<file path="src/hdl/reserved_page_slot_allocator_assert.svh">
// Assertion macros for the reserved page slot allocator.
// Depends on nothing; included by the top level, which checks its own logic.
`ifndef RESERVED_PAGE_SLOT_ALLOCATOR_ASSERT_SVH
`define RESERVED_PAGE_SLOT_ALLOCATOR_ASSERT_SVH

// Plain property, checked on every rising edge outside reset.
`define RPSA_ASSERT(lbl, clk, rst_n, prop, msg) \
  lbl: assert property (@(posedge clk) disable iff (!rst_n) (prop)) else $error(msg);

// Same-cycle implication, checked outside reset.
`define RPSA_ASSERT_IMP(lbl, clk, rst_n, ante, cons, msg) \
  lbl: assert property (@(posedge clk) disable iff (!rst_n) (ante) |-> (cons)) \
    else $error(msg);

`endif

</file>
<file path="src/hdl/rpsa_pkg.sv">
// Shared types and constants of the reserved page slot allocator.
// No dependencies; imported by the adder unit and the top level.
package rpsa_pkg;

  localparam int POOL_PAGES_DEF = 16;
  localparam int PAGE_SHIFT_DEF = 12;

  // Width of the shared adder; holds a page number for any PAGE_SHIFT of 8 or more.
  localparam int ALU_W = 24;

  localparam int ADDR_W   = 32;
  localparam int BASE_W   = 20;
  localparam int SLOT_W   = 4;
  localparam int STATUS_W = 2;

  typedef enum logic [STATUS_W-1:0] {
    ST_OK        = 2'd0,
    ST_EXHAUSTED = 2'd1,
    ST_OUTSIDE   = 2'd2,
    ST_NOT_ALLOC = 2'd3
  } status_t;

  typedef enum logic [2:0] {
    S_IDLE,
    S_SCAN,
    S_ADDR,
    S_FSUB,
    S_OUT
  } state_t;

  typedef enum logic {
    MODE_ALLOC = 1'b0,
    MODE_FREE  = 1'b1
  } mode_t;

endpackage

</file>
<file path="src/hdl/rpsa_alu.sv">
// Shared add/subtract unit of the reserved page slot allocator.
// Depends on rpsa_pkg for the default width.
module rpsa_alu import rpsa_pkg::*; #(
  parameter int W = ALU_W
) (
  input  logic [W-1:0] a,
  input  logic [W-1:0] b,
  input  logic         sub,
  output logic [W-1:0] res,
  output logic         carry
);

  logic [W-1:0] b_op;
  logic [W:0]   sum;

  // When subtracting, a set carry means no borrow, so a >= b.
  assign b_op  = sub ? ~b : b;
  assign sum   = {1'b0, a} + {1'b0, b_op} + {{W{1'b0}}, sub};
  assign res   = sum[W-1:0];
  assign carry = sum[W];

endmodule

</file>
<file path="src/hdl/reserved_page_slot_allocator.sv">
// Top level of the reserved page slot allocator: sequencer, bitmap and result register.
// Depends on rpsa_pkg, rpsa_alu and reserved_page_slot_allocator_assert.svh.
//
//  Channel  Direction  Payload                                    Handshake
//  in_      slave      tdata: free_address; tuser: mode           tvalid/tready
//  out_     master     tdata: page_address, page_slot; tuser: st  tvalid/tready
//  cfg_     write      wdata: pool_base_page                      we, no wait
//
// An allocate scans the bitmap from slot zero for the lowest free page, forms its
// page address in S_ADDR and shows the result in S_OUT (an exhausted pool goes
// from the scan straight to S_OUT); a free forms the page offset in S_FSUB and
// shows its result in S_OUT. The bitmap scan tests one slot per cycle through a
// single index register, and one shared adder forms the page address or offset.
// The block takes one transaction at a time: in_tready is high only while idle,
// and a result held against a low out_tready stalls the next acceptance.
// Reset clears every in-use bit at once and sets the base page to zero.
`include "reserved_page_slot_allocator_assert.svh"

module reserved_page_slot_allocator import rpsa_pkg::*; #(
  parameter int POOL_PAGES = POOL_PAGES_DEF,
  parameter int PAGE_SHIFT = PAGE_SHIFT_DEF
) (
  input  logic               clk,
  input  logic               rst_n,
  input  logic               cfg_we,
  input  logic [BASE_W-1:0]  cfg_wdata,    // pool_base_page
  input  logic               in_tvalid,
  output logic               in_tready,
  input  logic [ADDR_W-1:0]  in_tdata,     // [31:0] free_address
  input  logic               in_tuser,     // [0] mode
  output logic               out_tvalid,
  input  logic               out_tready,
  output logic [39:0]        out_tdata,    // [31:0] page_address, [35:32] page_slot, zeros
  output logic [STATUS_W-1:0] out_tuser    // [1:0] status
);

  localparam int IDX_W  = (POOL_PAGES > 1) ? $clog2(POOL_PAGES) : 1;
  localparam int PNUM_W = ADDR_W - PAGE_SHIFT;

  state_t state_r, state_nxt;

  logic [BASE_W-1:0]     base_r;
  logic [POOL_PAGES-1:0] in_use_r, in_use_nxt;
  logic [IDX_W-1:0]      idx_r, idx_nxt;
  mode_t                 mode_r, mode_nxt;
  logic [ADDR_W-1:0]     addr_r, addr_nxt;

  logic [ADDR_W-1:0]     res_addr_r, res_addr_nxt;
  logic [SLOT_W-1:0]     res_slot_r, res_slot_nxt;
  status_t               res_status_r, res_status_nxt;

  logic [ALU_W-1:0] alu_a, alu_b, alu_res;
  logic             alu_sub, alu_carry;

  logic [PNUM_W-1:0] pgnum;
  logic [IDX_W-1:0]  free_idx;
  logic              in_range;
  logic              misaligned;
  logic              last_slot;

  assign pgnum      = addr_r[ADDR_W-1:PAGE_SHIFT];
  assign misaligned = addr_r[PAGE_SHIFT-1:0] != '0;
  assign last_slot  = idx_r == IDX_W'(POOL_PAGES - 1);

  // The adder forms base + slot while allocating and page - base while freeing.
  always_comb begin
    if (state_r == S_ADDR) begin
      alu_a   = ALU_W'(base_r);
      alu_b   = ALU_W'(idx_r);
      alu_sub = 1'b0;
    end else begin
      alu_a   = ALU_W'(pgnum);
      alu_b   = ALU_W'(base_r);
      alu_sub = 1'b1;
    end
  end

  rpsa_alu #(
    .W(ALU_W)
  ) u_alu (
    .a    (alu_a),
    .b    (alu_b),
    .sub  (alu_sub),
    .res  (alu_res),
    .carry(alu_carry)
  );

  // No borrow and an offset below the pool size puts the page inside the pool.
  assign in_range = alu_carry && (alu_res < ALU_W'(POOL_PAGES));
  assign free_idx = alu_res[IDX_W-1:0];

  always_comb begin
    state_nxt      = state_r;
    in_use_nxt     = in_use_r;
    idx_nxt        = idx_r;
    mode_nxt       = mode_r;
    addr_nxt       = addr_r;
    res_addr_nxt   = res_addr_r;
    res_slot_nxt   = res_slot_r;
    res_status_nxt = res_status_r;
    unique case (state_r)
      S_IDLE: begin
        if (in_tvalid) begin
          mode_nxt  = mode_t'(in_tuser);
          addr_nxt  = in_tdata;
          idx_nxt   = '0;
          state_nxt = (mode_t'(in_tuser) == MODE_FREE) ? S_FSUB : S_SCAN;
        end
      end
      S_SCAN: begin
        if (!in_use_r[idx_r]) begin
          in_use_nxt[idx_r] = 1'b1;
          state_nxt         = S_ADDR;
        end else if (last_slot) begin
          res_addr_nxt   = '0;
          res_slot_nxt   = '0;
          res_status_nxt = ST_EXHAUSTED;
          state_nxt      = S_OUT;
        end else begin
          idx_nxt = idx_r + IDX_W'(1);
        end
      end
      S_ADDR: begin
        // The page address wraps at the top of the address space.
        res_addr_nxt   = ADDR_W'({alu_res, {PAGE_SHIFT{1'b0}}});
        res_slot_nxt   = SLOT_W'(idx_r);
        res_status_nxt = ST_OK;
        state_nxt      = S_OUT;
      end
      S_FSUB: begin
        res_addr_nxt = '0;
        res_slot_nxt = '0;
        state_nxt    = S_OUT;
        if (!in_range) begin
          res_status_nxt = ST_OUTSIDE;
        end else begin
          idx_nxt = free_idx;
          if (misaligned || !in_use_r[free_idx]) begin
            res_status_nxt = ST_NOT_ALLOC;
          end else begin
            in_use_nxt[free_idx] = 1'b0;
            res_slot_nxt         = SLOT_W'(free_idx);
            res_status_nxt       = ST_OK;
          end
        end
      end
      S_OUT: begin
        if (out_tready) begin
          state_nxt = S_IDLE;
        end
      end
      default: begin
        state_nxt = S_IDLE;
      end
    endcase
  end

  always_ff @(posedge clk) begin
    if (!rst_n) begin
      state_r  <= S_IDLE;
      in_use_r <= '0;
      base_r   <= '0;
    end else begin
      state_r  <= state_nxt;
      in_use_r <= in_use_nxt;
      if (cfg_we) begin
        base_r <= cfg_wdata;
      end
    end
  end

  always_ff @(posedge clk) begin
    idx_r        <= idx_nxt;
    mode_r       <= mode_nxt;
    addr_r       <= addr_nxt;
    res_addr_r   <= res_addr_nxt;
    res_slot_r   <= res_slot_nxt;
    res_status_r <= res_status_nxt;
  end

  assign in_tready  = state_r == S_IDLE;
  assign out_tvalid = state_r == S_OUT;
  assign out_tdata  = {4'b0000, res_slot_r, res_addr_r};
  assign out_tuser  = res_status_r;

  // A new transaction is never taken while a result is on offer.
  `RPSA_ASSERT(a_one_at_a_time, clk, rst_n, !(in_tready && out_tvalid), "accept during result")
  // A successful allocate leaves its slot marked in use.
  `RPSA_ASSERT_IMP(a_alloc_marks, clk, rst_n,
    out_tvalid && mode_r == MODE_ALLOC && res_status_r == ST_OK,
    in_use_r[idx_r], "allocated slot not marked")
  // A successful free leaves its slot clear.
  `RPSA_ASSERT_IMP(a_free_clears, clk, rst_n,
    out_tvalid && mode_r == MODE_FREE && res_status_r == ST_OK,
    !in_use_r[idx_r], "freed slot still marked")
  // Exhaustion is reported only when every slot is taken.
  `RPSA_ASSERT_IMP(a_exhausted_full, clk, rst_n,
    out_tvalid && res_status_r == ST_EXHAUSTED,
    &in_use_r, "exhausted with a free slot")

endmodule
</file>
<file path="config.mk">
export PLATFORM = sky130hd
export DESIGN_NAME = reserved_page_slot_allocator
export DESIGN_NICKNAME = d
export VERILOG_FILES = /design/src/hdl/rpsa_pkg.sv /design/src/hdl/rpsa_alu.sv /design/src/hdl/reserved_page_slot_allocator.sv
export VERILOG_INCLUDE_DIRS = /design/src /design/src/hdl
export SDC_FILE = /design/constraint.sdc
export NUM_CORES = 1
export LEC_CHECK = 0
export ABC_AREA = 1
export BUFFER_PORTS_ARGS = -buffer_cell sky130_fd_sc_hd__buf_2
export CORE_ASPECT_RATIO = 0.9
export CORE_MARGIN = 5
export CORE_UTILIZATION = 40
export CTS_CLUSTER_DIAMETER = 30
export DETAILED_ROUTE_END_ITERATION = 6
export GPL_TIMING_DRIVEN = 0
export PLACE_DENSITY = 0.61
export SLEW_MARGIN = 20
export SYNTH_ARGS = -nofsm -noshare
export SYNTH_HDL_FRONTEND = slang
export SYNTH_SLANG_ARGS = --single-unit
</file>
<file path="constraint.sdc">
create_clock -name clk -period 3.7 [get_ports clk]
set_input_delay 0.555 -clock clk [delete_from_list [all_inputs] [get_ports clk]]
set_output_delay 0.555 -clock clk [all_outputs]
set_load 0.01 [all_outputs]
</file>
## After elaboration in Yosys (flattened, before gate mapping)

Index checks and enable logic that the tools add are counted.

| operators by class | value |
|---|---|
| bitwise gates (word level) | 4 |
| muxes and demuxes | 40 |
| magnitude comparators | 5 |
| equality and inequality tests | 14 |
| add/sub/neg operators | 3 |
| reductions and logical operators | 16 |

Operators by type and width:

| operator | number |
|---|---|
| case mux 32 bit (3 select lines) | 1 |
| 2-to-1 mux 32 bit | 2 |
| 2-to-1 mux 16 bit | 3 |
| 2-to-1 mux 20 bit | 2 |
| 2-to-1 mux 4 bit | 8 |
| case mux 16 bit (2 select lines) | 1 |
| adder 20 x 24 -> 25 bit | 1 |
| adder 25 x 1 -> 25 bit | 1 |
| < comparator 24 x 5 -> 1 bit (second input constant) | 1 |
| 2-to-1 mux 24 bit | 1 |
| NOT 20 -> 24 bit | 1 |
| case mux 4 bit (3 select lines) | 2 |
| AND 16 bit | 1 |
| NOT 16 bit | 1 |
| bitwise OR 16 bit | 1 |
| != test 2 bit (second input constant) | 7 |
| 2-to-1 mux 3 bit | 4 |
| case mux 3 bit (4 select lines) | 1 |
| nonzero test 12 bit | 1 |
| < comparator 4 x 5 -> 1 bit (second input constant) | 2 |
| 2-to-1 mux 2 bit | 5 |
| binary-select mux 1 bit (select 4 bit) | 2 |
| demux 1 bit (select 4 bit) | 2 |
| >= comparator 4 x 1 -> 1 bit (second input constant) | 2 |
| 20 further kinds | 29 |

| word-level totals | value |
|---|---|
| register bits after elaboration | 113 |
| output and inout bits | 44 |

## Depth between registers and ports, before layout

| logic depth | value |
|---|---|
| depth after elaboration | 15 |
| depth in mapped cells | 26 |
| depth with buffers taken out | 25 |

## Modules after synthesis

From an unflattened synthesis, not the netlist that was laid out.

| unflattened totals | value |
|---|---|
| cell total of the unflattened synthesis | 1019 |
| area total of the unflattened synthesis | 6995.5 um^2 |

Modules (own cells, without submodules):

| module | area each (um^2) | cells each | sequential area each (um^2) | instances |
|---|---|---|---|---|
| reserved_page_slot_allocator | 5092.4 | 660 | 2642.5 | 1 |
| rpsa_alu | 1903.1 | 359 | 0.0 | 1 |

## Worst setup path after synthesis

Ideal clock, no wire load.

| timing | value |
|---|---|
| path kind | flip-flop to flip-flop |
| start point | register state_r[2] |
| end point | register idx_r[0] (enable) |
| setup time | 0.361 ns |
| cell stages (with the launch flop) | 23 |
| slack | 0.003 ns |
| buffers on the path | 3 |
| clock period less this slack | 3.697 ns |
| arrival time | 3.336 ns |
| required time | 3.339 ns |
| cells stage by stage | dfxtp_1 inv_2 nand3_4 clkbuf_1 clkbuf_1 nand2_1 nand2_1 ha_1 or2_2 nand3_1 nand2_1 nand2_1 nand3_1 nand2_1 nand2_1 nor2_1 nand3_1 nor2_1 nand3_1 nand2_1 buf_2 o21ai_1 nor3_1 |

| on the way | value |
|---|---|
| longest elaborated chain between the ends | 10 |
| elaborated cells between the ends (all ways) | 19 |
| those cells by class | add/sub: 2; order compare: 1; eq/ne: 7; mux: 4; bitwise: 1; reduce/logical: 4 |

RTL lines:

| item | RTL line | text |
|---|---|---|
| from (decl) | reserved_page_slot_allocator.sv:40 | `state_t state_r, state_nxt;` |
| from (signal assigned) | reserved_page_slot_allocator.sv:164 | `state_r <= state_nxt;` |
| == test 3 x 2 -> 1 bit | reserved_page_slot_allocator.sv:67 | `if (state_r == S_ADDR) begin` |
| 2-to-1 mux 20 bit | reserved_page_slot_allocator.sv:67 |  |
| NOT 20 -> 24 bit | rpsa_alu.sv:17 | `assign b_op = sub ? ~b : b;` |
| 2-to-1 mux 24 bit | rpsa_alu.sv:17 |  |
| adder 20 x 24 -> 25 bit | rpsa_alu.sv:18 | `assign sum = {1'b0, a} + {1'b0, b_op} + {{W{1'b0}}, sub};` |
| adder 25 x 1 -> 25 bit | rpsa_alu.sv:18 |  |
| < comparator 24 x 5 -> 1 bit | reserved_page_slot_allocator.sv:89 | `assign in_range = alu_carry && (alu_res < ALU_W'(POOL_PAGES));` |
| logical AND 1 bit | reserved_page_slot_allocator.sv:89 |  |
| != test 2 bit (no source line) | n/a |  |
| AND reduction 5 bit (no source line) (*) | n/a |  |
| to (signal assigned) | reserved_page_slot_allocator.sv:173 | `idx_r <= idx_nxt;` |
| to (decl) | reserved_page_slot_allocator.sv:44 | `logic [IDX_W-1:0] idx_r, idx_nxt;` |

Mark *: on every way between the ends. The rest lies on a longest branch, timed or not.
A chain may end at the register's enable or synchronous reset.

## Worst setup path after layout

| timing | value |
|---|---|
| start point | register state_r[0] |
| end point | register idx_r[0] (enable) |

The elaborated chain is that of the path after synthesis.

==> results.py <==
metrics = {
    "clock_network": {
        "postCtsHoldBufs": 0,
        "cts_max_level": 3,
        "cts.clk_slew.worst_paths_ns": 0.07,
        "clk-insertion-delay-late_ns": 0.36,
        "cts_buffers": 9,
        "clock_path_buffers": 2,
        "clock_sinks": 101,
        "tritoncts": "yes",
        "root_buffer": "clkbuf_16",
    },
    "timing": {
        "final-setup-viol-count": 0,
        "relSlewSlack_pct": 31.7,
        "skew_ns": 0.0111,
        "setup_slack_ns": 0.207,
        "fmax_ghz": 0.286,
        "period_share_pct": 94.4,
        "fin_crit_ns": 3.49,
        "hold_viol_final": 0,
        "report.final.slew_viol_count": 0,
        "worst_pin_slew_ns": 1.02,
    },
    "routing": {
        "remaining_drc_errors": 0,
        "wl_per_cell_um": 14.6,
        "drtAntennaViolNets": 0,
        "dr.pass1.iters": 5,
        "drt_wl_total_um": 18400,
        "drtIter0Drc": 508,
        "vias_per_cell": 4.88,
        "vias": 6139,
    },
    "status": {
        "status": "finished clean",
    },
    "die": {
        "die_h_um": 131,
        "coreArea_mm2": 0.0160,
        "dieArea_mm2": 0.0189,
        "num_io_pins": 102,
        "std_cell_rows": 44,
        "start_util_pct": 40.5,
        "die_w_um": 144,
    },
    "worst_hold_path": {
        "min_path_cells": 1,
        "hp-class": "in -> reg",
        "worstHoldStart": "in_tdata[16]",
    },
    "global_route": {
        "grt_usage_pct": 19.8,
        "first_global_vias": 5648,
        "grt_pass1_wl_um": 29200,
        "grt_overflow_total": 0,
        "grt_max_degree": 28,
        "grt_antenna_before_repair": 0,
    },
    "synthesis": {
        "ys_warn_count": 0,
        "avgSynthCellArea_um2": 7.15,
        "syn_area_mm2": 0.00648,
        "yosysSeqAreaShare_pct": 40.8,
        "ys.flop_type": "edfxtp_1",
        "syn_inst": 906,
        "synthArstFlopShare_pct": 0,
        "ys_types": 44,
        "synth-edff-count": 62,
        "ys_ff_latch": 101,
    },
    "worst_setup_path": {
        "cp_slowest_cell": "dfxtp_4",
        "path_max_fanout": 10,
        "rr_worst_depth": 22,
        "cp.required_ns": 3.75,
        "rr_startpoint": "state_r[0]$_SDFFE_PN0P_",
        "cpMostUsedCell": "nand2_1",
        "crit_chain": "inv_4 > nand3_4 > buf_8 > buf_4 > nand2_1 > o21ai_0 > ha_1 > buf_4 > nand2_2 > inv_1 > a21oi_2 > nand2_1 > a21oi_2 > nand3b_1 > nand2_1 > nand3_1 > nor2_1 > nand3_2 > nand2_2 > buf_6 > o21ai_2 > nor3_4",
        "arrival_ns": 3.54,
        "worstSetupStartpointType": "flip-flop",
        "crit_start": "state_r[0]$_SDFFE_PN0P_",
        "crit_path_max_incr_delay_ns": 0.36,
        "path_class": "reg -> reg",
        "end_kind": "flip-flop",
    },
    "job": {
        "maxCapViolCount": 0,
    },
    "finish": {
        "final_nets": 1129,
        "nFillCells": 1617,
        "antenna_cells": 0,
        "syn_to_final_growth_pct": 25.5,
        "drive_gt1_share_pct": 24.9,
    },
    "placed_design": {
        "pre_cts_slack_ns": -1.21,
        "port_buffers": 84,
        "gp_congestion": 0.923,
        "dp_hpwl_um": 14200,
    },
}
[per-layer routing]
| layer | wire length [um] | GRT usage (%) |
|---|---|---|
| met1 | 9040 | 30.3 |
| met2 | 7410 | 28.5 |
| met3 | 1710 | 4.18 |
| met4 | 243 | 4.99 |
| met5 | 0 | 0 |
[cell usage after synthesis (3+ instances only)]
master | instances | area share (%)
nand3_1 | 52 | 4.0
nand4_1 | 7 | 0.68
a21o_1 | 3 | 0.35
inv_1 | 127 | 7.4
nand2_1 | 252 | 15
a31o_2 | 4 | 0.54
nor4_1 | 3 | 0.29
ha_1 | 23 | 4.4
nor2_1 | 99 | 5.7
buf_2 | 4 | 0.31
o21ai_0 | 70 | 5.4
edfxtp_1 | 62 | 29
nand2_2 | 5 | 0.48
dfxtp_1 | 39 | 12
a31oi_1 | 6 | 0.58
nand3b_1 | 6 | 0.69
clkbuf_1 | 17 | 0.98
nor3_1 | 5 | 0.39
a21oi_2 | 3 | 0.41
a21oi_1 | 66 | 5.1
inv_2 | 4 | 0.23
buf_4 | 16 | 1.9
o21ai_1 | 3 | 0.23
buf_6 | 3 | 0.52
[state kept, by name (all words and copies together) (netlist names)]
register / cells
base_r: 20
res_slot_r: 4
addr_r: 32
in_use_r: 16
res_addr_r: 20
state_r: 3
out_tuser: 2
idx_r: 4
[worst paths after layout]
kind,slack (ns),endpoint
worst max-delay path,0.21,idx_r[0]$_DFFE_PP_
worst min-delay path,0.36,addr_r[16]$_DFFE_PP_
worst max register to register,0.21,idx_r[0]$_DFFE_PP_
worst min register to register,0.48,in_use_r[6]$_SDFFE_PN0P_
[final cells by class]
| class | instances | area (um^2) | area share, % |
|---|---|---|---|
| sequential | 101 | 2650 | 32.6 |
| clock buffer | 10 | 229 | 2.82 |
| inverter | 132 | 508 | 6.25 |
| clock inverter | 6 | 78.8 | 0.969 |
| timing repair buffer | 116 | 676 | 8.31 |
| multi-input combinational | 646 | 3450 | 42.5 |
| tap | 207 | 259 | 3.19 |
| buffer | 41 | 277 | 3.40 |
[kinds of logic (layout without fill, tap and decap cells)]
kind of cell | after synthesis | after routing | share of synthesized area (%)
other | 1 | 16 | 0.0579
adders and majority gates | 24 | 24 | 4.75
AOI/OAI and AO/OA | 164 | 164 | 13.9
buffers and inverters | 174 | 305 | 11.4
xor gates and xnor gates | 3 | 3 | 0.521
and+or+nand+nor | 439 | 439 | 28.5
DFF | 101 | 101 | 40.8
[through the flow]
stage	setup TNS, ns	hold WS (ns)	instances	util (%)	cell area (um^2)
4_1_cts	0	0.349	1251	48.9	7830
3_5_place_dp	-14.63	0.469	1213	45.2	7240
5_1_grt	-0.0804	0.345	1259	50.8	8130
2_1_floorplan	0	0.445	921	-	6540
6_report	0	0.362	1259	50.8	8130
3_3_place_gp	-35.17	0.464	1212	45.0	7220
[critical path, delay by kind of cell (launching register included)]
family          cells  cell delay [ns]
simple gates       11             1.25
buf+inv             6             0.74
compound gates      4             0.48
flops               1             0.36
fa+ha+maj           1             0.31
[placed cells by master (no fill, tap or decap), types with 8 or more instances in the layout]
| cell | netlist | final |
|---|---|---|
| o21ai_0 | 70 | 59 |
| inv_1 | 127 | 120 |
| clkbuf_16 | 0 | 9 |
| dfxtp_1 | 39 | 36 |
| nand2_2 | 5 | 26 |
| nand2_1 | 252 | 230 |
| buf_4 | 16 | 47 |
| o21ai_1 | 3 | 9 |
| nand3_1 | 52 | 49 |
| nor2_1 | 99 | 87 |
| conb_1 | 1 | 16 |
| clkbuf_1 | 17 | 11 |
| buf_2 | 4 | 88 |
| a21oi_1 | 66 | 55 |
| a21oi_2 | 3 | 14 |
| ha_1 | 23 | 15 |
| edfxtp_1 | 62 | 62 |
| nor2_2 | 0 | 8 |
[timing repair]
action,in CTS,in global routing
setup endpoints to repair,26,25
gates resized for setup,43,81
pin swaps,15,33
gates cloned,1,0
buffers inserted,21,9
Power is left out: the tool's default activity adds up to more than one toggle a clock period on the data nets, which glitch-free logic cannot reach.
